[src/design/gcr_pkg.sv]
package gcr_pkg;

	localparam int WINDOW_START = 16;
	localparam int WINDOW_END   = 100;
	localparam int AUX_LEN      = 86;
	localparam int MAIN_LEN     = 256;
	localparam int AUX_AW       = $clog2(AUX_LEN);

	localparam logic [7:0] MARK_P1   = 8'hD5;
	localparam logic [7:0] MARK_P2   = 8'hAA;
	localparam logic [7:0] MARK_ADDR = 8'h96;
	localparam logic [7:0] MARK_DATA = 8'hAD;

	localparam logic [1:0] ST_GOOD     = 2'd0;
	localparam logic [1:0] ST_CSUM     = 2'd1;
	localparam logic [1:0] ST_NIBBLE   = 2'd2;
	localparam logic [1:0] ST_NOTFOUND = 2'd3;

	typedef enum logic [2:0] {
		PH_HUNT,
		PH_ADDR,
		PH_SEEK,
		PH_AUX,
		PH_MAIN,
		PH_CHECK,
		PH_DONE
	} phase_t;

	typedef struct packed {
		logic       ok;
		logic [5:0] v;
	} dec_t;

	typedef struct packed {
		logic              we;
		logic [AUX_AW-1:0] waddr;
		logic [5:0]        wdata;
		logic              re;
		logic [AUX_AW-1:0] raddr;
	} mem_req_t;

	typedef struct packed {
		logic       valid;
		logic       is_status;
		logic [5:0] v;
		logic [7:0] idx;
		logic [1:0] sel;
		logic [1:0] status;
	} res_t;

	localparam logic [7:0] GCR_CODES [64] = '{
		8'h96, 8'h97, 8'h9A, 8'h9B, 8'h9D, 8'h9E, 8'h9F, 8'hA6,
		8'hA7, 8'hAB, 8'hAC, 8'hAD, 8'hAE, 8'hAF, 8'hB2, 8'hB3,
		8'hB4, 8'hB5, 8'hB6, 8'hB7, 8'hB9, 8'hBA, 8'hBB, 8'hBC,
		8'hBD, 8'hBE, 8'hBF, 8'hCB, 8'hCD, 8'hCE, 8'hCF, 8'hD3,
		8'hD6, 8'hD7, 8'hD9, 8'hDA, 8'hDB, 8'hDC, 8'hDD, 8'hDE,
		8'hDF, 8'hE5, 8'hE6, 8'hE7, 8'hE9, 8'hEA, 8'hEB, 8'hEC,
		8'hED, 8'hEE, 8'hEF, 8'hF2, 8'hF3, 8'hF4, 8'hF5, 8'hF6,
		8'hF7, 8'hF9, 8'hFA, 8'hFB, 8'hFC, 8'hFD, 8'hFE, 8'hFF
	};

	// 6-and-2 decode on the low 7 bits; codes are unique so matches OR together
	function automatic dec_t gcr_decode(input logic [7:0] b);
		dec_t       d;
		logic [7:0] key;
		d   = '0;
		key = {1'b1, b[6:0]};
		for (int k = 0; k < 64; k++) begin
			if (GCR_CODES[k] == key) begin
				d.ok = 1'b1;
				d.v  = d.v | 6'(k);
			end
		end
		return d;
	endfunction

endpackage

[src/design/gcr_ctrl.sv]
module gcr_ctrl (
	input  logic             clk,
	input  logic             arst_n,
	input  logic             cfg_wr_en,
	input  logic [3:0]       cfg_wr_data,
	input  logic             accept,
	input  logic [7:0]       disk_byte,
	input  logic             track_end,
	output gcr_pkg::mem_req_t mem_req,
	output gcr_pkg::res_t    res
);
	import gcr_pkg::*;

	phase_t            phase_q, phase_d;
	logic [3:0]        target_q;
	logic [15:0]       hist_q, hist_d;
	logic [8:0]        cnt_q, cnt_d, cnt_inc;
	logic [7:0]        odd_q, odd_d;
	logic [5:0]        xor_q, xor_d;
	logic              done_q, done_d;
	logic [AUX_AW-1:0] ptr_q, ptr_d;
	logic [1:0]        sel_q, sel_d;
	logic              mark_addr, mark_data, in_window;
	logic [7:0]        sec;
	dec_t              dec;

	assign dec       = gcr_decode(disk_byte);
	assign cnt_inc   = cnt_q + 9'd1;
	assign mark_addr = (hist_q == {MARK_P1, MARK_P2}) && (disk_byte == MARK_ADDR);
	assign mark_data = (hist_q == {MARK_P1, MARK_P2}) && (disk_byte == MARK_DATA);
	assign in_window = (cnt_inc >= 9'(WINDOW_START + 2)) && (cnt_inc < 9'(WINDOW_END + 2));
	assign sec       = {odd_q[6:0], 1'b1} & disk_byte;

	always_comb begin
		phase_d = phase_q;
		unique case (phase_q)
			PH_HUNT: if (mark_addr) phase_d = PH_ADDR;
			PH_ADDR: begin
				if (cnt_inc >= 9'd8)
					phase_d = (sec == {4'd0, target_q}) ? PH_SEEK : PH_HUNT;
			end
			PH_SEEK: begin
				if (mark_data && in_window)
					phase_d = PH_AUX;
				else if (cnt_inc >= 9'(WINDOW_END + 1))
					phase_d = PH_HUNT;
			end
			PH_AUX: begin
				if (!dec.ok)
					phase_d = PH_HUNT;
				else if (cnt_inc >= 9'(AUX_LEN))
					phase_d = PH_MAIN;
			end
			PH_MAIN: begin
				if (!dec.ok)
					phase_d = PH_HUNT;
				else if (cnt_inc >= 9'(MAIN_LEN))
					phase_d = PH_CHECK;
			end
			PH_CHECK: phase_d = (dec.ok && dec.v == xor_q) ? PH_DONE : PH_HUNT;
			PH_DONE:  phase_d = PH_DONE;
			default:  phase_d = PH_HUNT;
		endcase
		if (track_end) phase_d = PH_HUNT;
	end

	always_comb begin
		cnt_d  = cnt_q;
		odd_d  = odd_q;
		xor_d  = xor_q;
		done_d = done_q;
		ptr_d  = ptr_q;
		sel_d  = sel_q;
		hist_d = {hist_q[7:0], disk_byte};
		mem_req.we    = 1'b0;
		mem_req.waddr = cnt_q[AUX_AW-1:0];
		mem_req.wdata = dec.v;
		mem_req.re    = accept;
		mem_req.raddr = ptr_q;
		res = '0;
		unique case (phase_q)
			PH_HUNT: if (mark_addr) cnt_d = 9'd2;
			PH_ADDR: begin
				cnt_d = cnt_inc;
				if (cnt_inc == 9'd7) odd_d = disk_byte;
			end
			PH_SEEK: begin
				cnt_d = cnt_inc;
				if (mark_data && in_window) begin
					cnt_d = '0;
					xor_d = '0;
				end
			end
			PH_AUX: begin
				if (!dec.ok) begin
					res.valid     = 1'b1;
					res.is_status = 1'b1;
					res.status    = ST_NIBBLE;
				end else begin
					mem_req.we = accept;
					xor_d      = xor_q ^ dec.v;
					cnt_d      = cnt_inc;
					if (cnt_inc >= 9'(AUX_LEN)) begin
						cnt_d = '0;
						ptr_d = '0;
						sel_d = '0;
					end
				end
			end
			PH_MAIN: begin
				if (!dec.ok) begin
					res.valid     = 1'b1;
					res.is_status = 1'b1;
					res.status    = ST_NIBBLE;
				end else begin
					xor_d     = xor_q ^ dec.v;
					res.valid = 1'b1;
					res.v     = dec.v;
					res.idx   = cnt_q[7:0];
					res.sel   = sel_q;
					cnt_d     = cnt_inc;
					if (ptr_q == AUX_AW'(AUX_LEN - 1)) begin
						ptr_d = '0;
						sel_d = sel_q + 2'd1;
					end else begin
						ptr_d = ptr_q + AUX_AW'(1);
					end
				end
			end
			PH_CHECK: begin
				res.valid     = 1'b1;
				res.is_status = 1'b1;
				if (!dec.ok)
					res.status = ST_NIBBLE;
				else if (dec.v == xor_q) begin
					res.status = ST_GOOD;
					done_d     = 1'b1;
				end else
					res.status = ST_CSUM;
			end
			PH_DONE: ;
			default: ;
		endcase
		if (track_end) begin
			if (!done_d) begin
				res           = '0;
				res.valid     = 1'b1;
				res.is_status = 1'b1;
				res.status    = ST_NOTFOUND;
			end
			cnt_d  = '0;
			odd_d  = '0;
			xor_d  = '0;
			done_d = 1'b0;
			hist_d = '0;
			ptr_d  = '0;
			sel_d  = '0;
		end
	end

	always_ff @(posedge clk or negedge arst_n) begin
		if (!arst_n) begin
			target_q <= '0;
		end else if (cfg_wr_en) begin
			target_q <= cfg_wr_data;
		end
	end

	always_ff @(posedge clk or negedge arst_n) begin
		if (!arst_n) begin
			phase_q <= PH_HUNT;
			hist_q  <= '0;
			cnt_q   <= '0;
			odd_q   <= '0;
			xor_q   <= '0;
			done_q  <= 1'b0;
			ptr_q   <= '0;
			sel_q   <= '0;
		end else if (accept) begin
			phase_q <= phase_d;
			hist_q  <= hist_d;
			cnt_q   <= cnt_d;
			odd_q   <= odd_d;
			xor_q   <= xor_d;
			done_q  <= done_d;
			ptr_q   <= ptr_d;
			sel_q   <= sel_d;
		end
	end

`ifndef ASSERT_OFF
	a_aux_range: assert property (@(posedge clk) disable iff (!arst_n)
		phase_q == PH_AUX |-> cnt_q < 9'(AUX_LEN))
		else $error("aux count out of range");
	a_main_ptr: assert property (@(posedge clk) disable iff (!arst_n)
		phase_q == PH_MAIN |-> ptr_q < AUX_AW'(AUX_LEN) && sel_q != 2'd3)
		else $error("aux pointer out of range in main field");
	a_rearm: assert property (@(posedge clk) disable iff (!arst_n)
		accept && track_end |=> phase_q == PH_HUNT && !done_q && cnt_q == '0)
		else $error("track end did not rearm");
`endif

endmodule

[src/design/gcr_emit.sv]
module gcr_emit (
	input  logic              clk,
	input  logic              arst_n,
	input  logic              accept,
	input  gcr_pkg::mem_req_t mem_req,
	input  gcr_pkg::res_t     res,
	output logic              in_ready,
	output logic              out_valid,
	input  logic              out_ready,
	output logic              out_is_status,
	output logic [7:0]        out_byte,
	output logic [7:0]        out_index,
	output logic [1:0]        out_status
);
	import gcr_pkg::*;

	// aux nibbles are always written in cycles before the main field reads them
	logic [5:0] aux_mem [AUX_LEN];
	logic [5:0] rdata_q;
	logic       s1_valid_q;
	res_t       res_s1;
	logic       out_valid_q;
	logic       out_free, s1_adv;
	logic [1:0] low;

	assign out_free = !out_valid_q || out_ready;
	assign s1_adv   = s1_valid_q && out_free;
	assign in_ready = !s1_valid_q || out_free;

	always_ff @(posedge clk) begin
		if (mem_req.we) aux_mem[mem_req.waddr] <= mem_req.wdata;
		if (mem_req.re) rdata_q <= aux_mem[mem_req.raddr];
	end

	always_comb begin
		case (res_s1.sel)
			2'd0:    low = rdata_q[1:0];
			2'd1:    low = rdata_q[3:2];
			default: low = rdata_q[5:4];
		endcase
	end

	always_ff @(posedge clk or negedge arst_n) begin
		if (!arst_n) begin
			s1_valid_q <= 1'b0;
		end else if (accept && res.valid) begin
			s1_valid_q <= 1'b1;
		end else if (s1_adv) begin
			s1_valid_q <= 1'b0;
		end
	end

	always_ff @(posedge clk) begin
		if (accept && res.valid) res_s1 <= res;
	end

	always_ff @(posedge clk or negedge arst_n) begin
		if (!arst_n) begin
			out_valid_q <= 1'b0;
		end else if (s1_adv) begin
			out_valid_q <= 1'b1;
		end else if (out_ready) begin
			out_valid_q <= 1'b0;
		end
	end

	always_ff @(posedge clk) begin
		if (s1_adv) begin
			out_is_status <= res_s1.is_status;
			out_byte      <= res_s1.is_status ? 8'd0 : {res_s1.v, low};
			out_index     <= res_s1.idx;
			out_status    <= res_s1.status;
		end
	end

	assign out_valid = out_valid_q;

`ifndef ASSERT_OFF
	a_s1_moves: assert property (@(posedge clk) disable iff (!arst_n)
		s1_adv |=> out_valid_q)
		else $error("pending result lost");
	a_status_zero: assert property (@(posedge clk) disable iff (!arst_n)
		out_valid_q && out_is_status |-> out_byte == 8'd0 && out_index == 8'd0)
		else $error("status result carries data");
	a_data_status: assert property (@(posedge clk) disable iff (!arst_n)
		out_valid_q && !out_is_status |-> out_status == ST_GOOD)
		else $error("data result carries status");
`endif

endmodule

[src/design/gcr_sector_reader_core.sv]
// Channel   Dir  Fields
// s_axis    in   tdata[7:0] disk_byte, tlast track_end
// m_axis    out  tdata[7:0] data_byte, [15:8] byte_index, [17:16] sector_status;
//                tuser is_status
// cfg       in   cfg_wr_data target_sector, written when cfg_wr_en
//
// One disk byte per cycle while s_axis is not stalled; a result reaches m_axis through
// the result stage (with the aux memory read) and then the output register.
// The aux nibble memory read is registered; its read is issued with the byte.
// Reset clears the control state only; the aux memory needs no clearing pass.
// A stalled m_axis holds one result in the output register and one behind it;
// s_axis stalls only when both are full.
module gcr_sector_reader_core (
	input  logic        clk,
	input  logic        arst_n,
	input  logic        cfg_wr_en,
	input  logic [3:0]  cfg_wr_data,
	input  logic        s_axis_tvalid,
	output logic        s_axis_tready,
	input  logic [7:0]  s_axis_tdata,  // [7:0] disk_byte
	input  logic        s_axis_tlast,
	output logic        m_axis_tvalid,
	input  logic        m_axis_tready,
	output logic [23:0] m_axis_tdata,  // [7:0] data_byte, [15:8] byte_index, [17:16] sector_status
	output logic        m_axis_tuser   // is_status
);
	import gcr_pkg::*;

	logic       accept;
	mem_req_t   mem_req;
	res_t       res;
	logic [7:0] data_byte, byte_index;
	logic [1:0] sector_status;

	assign accept = s_axis_tvalid && s_axis_tready;

	gcr_ctrl u_ctrl (
		.clk         (clk),
		.arst_n      (arst_n),
		.cfg_wr_en   (cfg_wr_en),
		.cfg_wr_data (cfg_wr_data),
		.accept      (accept),
		.disk_byte   (s_axis_tdata),
		.track_end   (s_axis_tlast),
		.mem_req     (mem_req),
		.res         (res)
	);

	gcr_emit u_emit (
		.clk           (clk),
		.arst_n        (arst_n),
		.accept        (accept),
		.mem_req       (mem_req),
		.res           (res),
		.in_ready      (s_axis_tready),
		.out_valid     (m_axis_tvalid),
		.out_ready     (m_axis_tready),
		.out_is_status (m_axis_tuser),
		.out_byte      (data_byte),
		.out_index     (byte_index),
		.out_status    (sector_status)
	);

	assign m_axis_tdata = {6'd0, sector_status, byte_index, data_byte};

endmodule

[config.mk]
export PLATFORM = sky130hd
export DESIGN_NAME = gcr_sector_reader_core
export DESIGN_NICKNAME = d
export VERILOG_FILES = /design/src/design/gcr_pkg.sv /design/src/design/gcr_ctrl.sv /design/src/design/gcr_emit.sv /design/src/design/gcr_sector_reader_core.sv
export SDC_FILE = /design/constraint.sdc
export NUM_CORES = 1
export LEC_CHECK = 0
export BUFFER_PORTS_ARGS = -buffer_cell sky130_fd_sc_hd__buf_2
export CAP_MARGIN = 20
export CORE_MARGIN = 8
export CORE_UTILIZATION = 59
export CTS_BUF_LIST = sky130_fd_sc_hd__clkbuf_2 sky130_fd_sc_hd__clkbuf_4 sky130_fd_sc_hd__clkbuf_8
export CTS_CLUSTER_DIAMETER = 50
export DETAILED_ROUTE_END_ITERATION = 10
export GPL_TIMING_DRIVEN = 0
export PLACE_DENSITY = 0.75
export SETUP_SLACK_MARGIN = 0.02
export SLEW_MARGIN = 20
export SYNTH_ARGS = -nofsm -noshare
export SYNTH_HDL_FRONTEND = slang
export SYNTH_HIERARCHICAL = 1
export SYNTH_SLANG_ARGS = --single-unit
[constraint.sdc]
create_clock -name clk -period 7.5 [get_ports clk]
set_input_delay 1.125 -clock clk [delete_from_list [all_inputs] [get_ports clk]]
set_output_delay 1.125 -clock clk [all_outputs]
set_load 0.01 [all_outputs]
==> summary.txt, run 1 <==
Global route
  • Total GRT Usage: 24.7%
  • First-pass GRT wire length: 98500 um
  • Largest net degree at the start of global routing: 87
  • Number of global-route vias before repair: 15.9k
  • Grt total ovfl: 0
  • Initial antenna violation count: 0

Clock tree
  • Clock Path Buffers: 3
  • Root Buffer: clkbuf_8
  • Resized Gates After CTS: 0
  • Clock sink count: 617
  • Worst-path clk slew: 0.06 ns
  • H-tree Lvls: 3
  • Num CTS Buffers: between 90 and 100
  • CTS tree: yes
  • # hold bufs at CTS: 0
  • Setup bufs post-CTS: 0
  • Skew-Pair Late Insertion Delay: 0.68 ns

Power and ir drop
  • Pint: a little under 6 mW
  • Switching share of power: 25.3%
  • Pleak: 9.75 nW
  • P_sw: roughly 2.0 mW
  • Comb pwr share: 13.9%
  • Reg power frac: between 50% and 60%
  • VDD IR max: 0.133 mV
  • Power Density: 262 nW/um^2
  • Power Total: approximately 7.8 mW
  • Clock share of power: between 30% and 40%

Yosys
  • Synth top area cells: edfxtp_1 63%, mux4_2 10%, dfrtp_1 5.3%
  • Register area share after synthesis: between 60% and 70%
  • Largest family of logic cells by synthesized area: multiplexers
  • XOR/XNOR share of the synthesized area: 0.590%
  • Synth Area in Simple Gates: under 10%
  • Mux contribution to synthesized area: 13.1%
  • Post-synthesis instance total: 1639
  • Top cell type's share of synthesized area: 63.0%
  • Syn avg cell area: around 16 sq um
  • Cell area after technology mapping: 26700 sq um
  • Share of async-settable or async-resettable flops after synthesis: a little under a tenth
  • Number of synthesized register bits: about 600
  • Synth Area in Compound Gates: 6.12%
  • Number of synthesized flops with an enable pin: 560
  • Netlist cell types: 87
  • Post-synthesis adder-cell area fraction: 0.281%
  • Primary FF master, synth: edfxtp_1
  • Yosys top cell by area: edfxtp_1
  • Ys Warns: 6

STA
  • Final Max Tran Viols: 0
  • Hold slack: 0.411 ns
  • Slew @ Worst Pin: just under 1 ns
  • Fin crit share: between 60 and 70%
  • Final min period: between 4 and 5 ns
  • Final Hold Vio Count: 0
  • Clock skew: between 0.03 and 0.04 ns
  • Final TNS setup: 0 ns
  • Unrepaired setup endpoints after global routing: false
  • Fmax: 0.214 GHz
  • Slew HR: around 36%
  • Setup Viol. Count Final: 0

Floorplanning
  • Starting Density: 59.3%
  • Io pins: between 40 and 50
  • Die ar.: about 52000 sq um
  • Core box area: 45000 sq um
  • Cell Rows: 78
  • Die Span Y: between 200 and 250 um
  • DIE WIDTH: between 200 and 250 um

Detailed routing
  • TritonRoute pass-1 iters: 6
  • ANT nets after route: 0
  • DR vias/cell: 6.50
  • Via count: about 16k
  • Wire length per cell: 26.6 um
  • 1st-iter DRT viols: 2178
  • Final wirelength: ~65000 um
  • Post-route DRC: 0

Outcome
  • Status: completed

Worst setup path
  • CP Capture Type: register
  • CP startpoint kind: primary input
  • CP Max Fanout: 10
  • Worst path arrival time: 4.98 ns
  • Req. time, crit path: 7.80 ns
  • Kind of critical path: in2reg

Cells and area
  • Most frequent cells in the layout: 560 x edfxtp_1, 149 x nor2_1, 122 x mux4_2
  • Area of the multi-input gates: ~7700 sq um
  • Commonest non-fill, non-tap cell in the layout: edfxtp_1
  • Layout Nets: between 1.5k and 2k
  • Share of cells above drive strength 1: 25.0%
  • Synth-to-Final Area Change: 11.3%
  • Filler cells: 3015
  • Register area: 18200 sq um
  • Final core utilization: 66.0%

Place
  • Hpwl dp: 43700 um
  • I/O Buffers: 35
  • Gpl congestion: 1.01

Flow run
  • Max-Cap Viols: 0

Min path
  • Hold Crit Class: reg2reg
-- logic make-up (layout without fill, tap and decap cells) --
family                   count (synthesis)  after routing
adder cells (fa/ha/maj)                  6              6
AND/OR/NAND/NOR                        448            448
XOR/XNOR                                18             18
flip-flops                             617            617
buffers and inverters                  128            340
other                                    1              7
multiplexers                           194            194
AO/OA/AOI/OAI                          227            227
-- final timing paths --
| kind | start | to | slack, ns | cells past startpoint |
|---|---|---|---|---|
| max | s_axis_tdata[3] | u_emit/aux_mem[22][1] | 2.82 | 12 |
| min | u_emit/res_s1[5] | u_emit/out_index[1] | 0.41 | 0 |
| max reg2reg | u_emit/out_valid | u_emit/aux_mem[22][1] | 3.13 | 10 |
| min reg2reg | u_emit/res_s1[5] | u_emit/out_index[1] | 0.41 | 0 |
| max in group asynchronous | arst_n | u_emit/s1_valid_q | 6.42 | 1 |
| min in group asynchronous | arst_n | u_ctrl/odd_q[4] | 0.54 | 1 |
-- area by class of cell --
type                    count  area share (%)
repair buffers             41            1.10
clock inverters            27           0.560
plain buffers             109            2.34
well taps                 600            2.53
diodes                      1         0.00842
inverters                  19           0.291
multi-input cells         899            26.0
flip-flops and latches    617            61.4
clock buffers             144            5.77
-- registers in the layout (all words and copies together), names as in the netlist --
name / cells
u_emit/aux_mem: 516
u_emit/res_s1: 19
u_ctrl/hist_q: 16
u_ctrl/cnt_q: 9
u_emit/out_byte: 8
u_emit/out_index: 8
u_ctrl/odd_q: 7
u_ctrl/ptr_q: 7
u_ctrl/xor_q: 6
u_emit/rdata_q: 6
u_ctrl/target_q: 4
u_ctrl/phase_q: 3
u_ctrl/sel_q: 2
u_emit/out_status: 2
u_ctrl/done_q: 1
u_emit/out_is_status: 1
u_emit/out_valid: 1
u_emit/s1_valid_q: 1
-- per-stage QoR --
stage	instance area, sq um	worst slack, ns	instances
after global routing	29700	2.72	2456
after CTS	29700	2.97	2456
final	29700	2.82	2457
after floorplan	26700	3.40	1644
after detailed placement	27800	2.28	2285
after global placement	27600	2.14	2279
-- layer usage --
| metal | vias up | wire length (um) | GRT usage (%) |
|---|---|---|---|
| li1 | 6779 | - | - |
| met1 | 8066 | 25200 | 33.2 |
| met2 | 917 | 31000 | 39.0 |
| met4 | 0 | 2730 | 10.6 |
| met5 | - | 0 | 0 |
| met3 | 201 | 6330 | 5.35 |
-- synthesized netlist by cell type (all sizes together) (6+ instances only) --
| library cell | instances |
|---|---|
| a31oi | 15 |
| nand4 | 6 |
| nor4 | 11 |
| o211ai | 7 |
| nand2 | 73 |
| a22oi | 10 |
| o22ai | 21 |
| or3 | 10 |
| nand2b | 28 |
| xnor2 | 9 |
| clkbuf | 23 |
| xor2 | 9 |
| mux4 | 123 |
| nor2 | 149 |
| o21a | 6 |
| nor3 | 27 |
| inv | 19 |
| and3 | 7 |
| nor2b | 48 |
| mux2i | 53 |
| nand3b | 14 |
| a21oi | 29 |
| nand3 | 33 |
| o31ai | 9 |
| a22o | 11 |
| and2 | 13 |
| ha | 6 |
| o21ai | 38 |
| a211oi | 19 |
| edfxtp | 560 |
| mux2 | 18 |
| buf | 86 |
| dfrtp | 57 |
| a31o | 17 |
-- power by group through the flow --
| stage | Combinational (mW) | Sequential, mW | Clock [mW] |
|---|---|---|---|
| global placement | 1.01 | 4.05 | 0 |
| floorplan | 0.713 | 4.04 | 0 |
| CTS | 1.07 | 3.96 | 2.79 |
| finish | 1.08 | 3.96 | 2.74 |
| global route | 1.15 | 3.97 | 2.93 |
| detailed placement | 1.06 | 4.03 | 0 |
-- critical path: stages --
cell	delay [ns]
buf_2	0.12
nand2_1	0.21
or2_2	0.40
a211o_1	0.32
o2111a_1	0.25
and3_4	0.23
buf_2	0.19
nor2_1	0.19
clkbuf_1	0.25
nor2b_1	0.30
nand3_1	0.58
nor2_1	0.79
Power figures use the tool's default switching activity.
==> run 2: changes to the inputs <==
==> constraint.sdc (replaced) <==
create_clock -name clk -period 4.6 [get_ports clk]
set_input_delay 0.69 -clock clk [delete_from_list [all_inputs] [get_ports clk]]
set_output_delay 0.69 -clock clk [all_outputs]
set_load 0.01 [all_outputs]
==> run 2 against run 1 <==
Effect of this change: combinational power grew 63%; via count is essentially flat; die area is the same; cell area is the same; critical path type is now reg2reg; sequential share of layout area is the same; flip-flop and latch count is the same; first-iteration DRC count grew 0.23%; wire length grew 0.13%; critical path depth shrank 2; total power grew 63%; clock power grew 63%; highest routed layer unchanged; critical endpoint is now u_emit/aux_mem[38][0].
==> summary.txt, run 2 (synthesized netlist as in run 1, its figures left out) <==
Global route
  • Initial antenna violation count: 0 (unchanged)
  • Total GRT Usage: 24.7% (unchanged)
  • First-pass GRT wire length: 98500 um (unchanged)
  • Grt total ovfl: 0 (unchanged)
  • Largest net degree at the start of global routing: 87 (unchanged)
  • Number of global-route vias before repair: 15.9k (unchanged)

STA
  • Worst setup margin: 0.262 ns (-2.56 ns)
  • Final TNS setup: 0 ns (unchanged)
  • Final Max Tran Viols: 0 (unchanged)
  • Slew @ Worst Pin: 0.964 ns (+0.00226 ns)
  • Final Hold Vio Count: 0 (unchanged)
  • Fmax: 0.231 GHz
  • Setup Viol. Count Final: 0 (unchanged)
  • Final min period: roughly 4.3 ns
  • Fin crit share: a little over nine tenths
  • Slew HR: 35.8% (-0.15 points)
  • Unrepaired setup endpoints after global routing: false
  • Clock skew: 0.0374 ns (+0.00520 ns)

Cells and area
  • Biggest regs: u_emit/aux_mem: 516 flops, u_emit/res_s1: 19 flops, u_ctrl/hist_q: 16 flops
  • Layout Nets: 1807 (unchanged)
  • Commonest non-fill, non-tap cell in the layout: edfxtp_1
  • Layout Cells excl Fill: 2456 (-0.041%)
  • Most frequent cells in the layout: 560 x edfxtp_1, 148 x nor2_1, 122 x mux4_2
  • Top reg by flops: u_emit/aux_mem
  • Filler cells: 3015 (unchanged)
  • Final core utilization: 66.0% (unchanged)
  • Max FFs per register: 516 (unchanged)
  • Synth-to-Final Area Change: 11.3% (unchanged)
  • Share of cells above drive strength 1: 25.1% (+0.054 points)
  • Antenna cell count: 0 (-1)

Worst setup path
  • Kind of critical path: reg2reg
  • R2R Path End: u_emit/aux_mem[38][0]
  • CP Capture Type: register
  • CP Max Fanout: 10 (unchanged)
  • Critical-path top delay cell: nor2_1
  • Worst path arrival time: 4.63 ns (-0.35 ns)
  • CP bufs+invs: 3 (unchanged)
  • Critical Path Max Stage Delay: 0.75 ns (-0.04 ns)
  • Delay-heaviest family, CP: simple AND/OR/NAND/NOR gates
  • Most used cell, CP: clkbuf_1
  • CP startpoint kind: register
  • Worst reg-to-reg path cell count: 10 (unchanged)
  • Req. time, crit path: 4.89 ns (-2.91 ns)
  • Worst reg2reg startpoint: u_emit/out_valid
  • R2r setup slk: 0.26 ns (-2.87 ns)
  • Crit-path cells: nand3b_1 -> and2_1 -> clkbuf_1 -> clkbuf_1 -> nand2_1 -> nor2_1 -> clkbuf_1 -> nor2b_1 -> nand3_1 -> nor2_1

Clock tree
  • Skew-Pair Late Insertion Delay: 0.69 ns (about the same)
  • Root Buffer: clkbuf_8
  • Clock sink count: 617 (unchanged)
  • H-tree Lvls: 3 (unchanged)
  • Num CTS Buffers: 96 (unchanged)
  • # hold bufs at CTS: 0 (unchanged)
  • Worst-path clk slew: 0.06 ns (about the same)
  • CTS tree: yes
  • Clock Path Buffers: 3 (unchanged)

Floorplanning
  • Die Span Y: 229 um (unchanged)
  • DIE WIDTH: 229 um (unchanged)
  • Die ar.: 52300 sq um (unchanged)
  • Cell Rows: 78 (unchanged)
  • Core box area: 45000 sq um (unchanged)
  • Starting Density: 59.3% (unchanged)
  • Io pins: 45 (unchanged)

Detailed routing
  • ANT nets after route: 0 (unchanged)
  • Wire length per cell: 26.6 um (+0.17%)
  • DR vias/cell: 6.49 (about the same)
  • Post-route DRC: 0 (unchanged)
  • Via count: 16.0k (-0.081%)
  • TritonRoute pass-1 iters: 6 (unchanged)
  • 1st-iter DRT viols: 2183 (+0.23%)
  • Final wirelength: 65300 um (+0.13%)

Outcome
  • Status: completed

Power and ir drop
  • Pleak: 9.75 nW (about the same)
  • VDD IR max: 0.217 mV (+63%)
  • Power Density: 427 nW/um^2 (+63%)
  • Power Total: 12.7 mW (+63%)

Place
  • Gpl congestion: 1.01 (unchanged)
  • Post-Place Setup Slack: -0.190 ns (-2.47 ns)
  • I/O Buffers: 35 (unchanged)
  • Hpwl dp: 43700 um (unchanged)
  • Placed Cells: 2285 (unchanged)

Min path
  • Hold Crit Class: in2async

Flow run
  • Max-Cap Viols: 0 (unchanged)
run 2: how the worst max path moves through the flow:
stage	from	depth (start not counted)	to	slack, ns
final	u_emit/out_valid	10	u_emit/aux_mem[38][0]	0.26
after global routing	u_emit/out_valid	10	u_emit/aux_mem[30][2]	0.03
after CTS	u_emit/out_valid	10	u_emit/aux_mem[48][4]	0.31
after detailed placement	s_axis_tdata[3]	12	u_emit/aux_mem[48][0]	-0.19
after global placement	s_axis_tdata[5]	10	u_emit/aux_mem[76][1]	-0.32
after floorplan	s_axis_tdata[0]	12	u_emit/aux_mem[48][0]	0.93
run 2: stage by stage:
stage          hold slack, ns  cell area [sq um]
2_1_floorplan           0.394              26700
3_3_place_gp            0.408              27600
3_5_place_dp            0.405              27800
4_1_cts                0.0999              29700
5_1_grt                 0.145              29700
6_report                0.107              29700
run 2: power by group:
group	switching, mW	leakage (nW)	internal [mW]	total (mW)
Combinational	1.09	2.86	0.672	1.76
Clock	2.04	0.993	2.43	4.46
Sequential	0.0844	5.90	6.38	6.46
Total	3.21	9.75	9.48	12.7
run 2: worst register-to-register path: stages (launching register included):
cell	delay, ns
dfrtp_1	0.40
nand3b_1	0.12
and2_1	0.36
clkbuf_1	0.42
clkbuf_1	0.49
nand2_1	0.10
nor2_1	0.18
clkbuf_1	0.25
nor2b_1	0.30
nand3_1	0.59
nor2_1	0.76
run 2: layout make-up:
type                       count  area [sq um]  area share (%)
inverter                      19          86.3           0.291
buffer                       109           696            2.34
timing repair buffer          41           328            1.10
tap                          600           751            2.53
clock buffer                 144          1710            5.77
multi-input combinational    899          7720            26.0
clock inverter                27           166           0.560
sequential                   617         18200            61.4
run 2: timing repair:
action | in CTS | in global routing
endpoints found under the hold margin | 0 | 0
gates resized for setup | 0 | 1
setup buffers | 0 | 0
endpoints found under the setup margin | 0 | 5
run 2: layer usage:
metal  vias up  part of all wire, %  track usage (%)
met5         -                    0                0
met4         0                  4.2             10.6
met3       205                   10             5.35
met2       967                   48             39.0
met1      8002                   38             33.2
li1       6776                    -                -
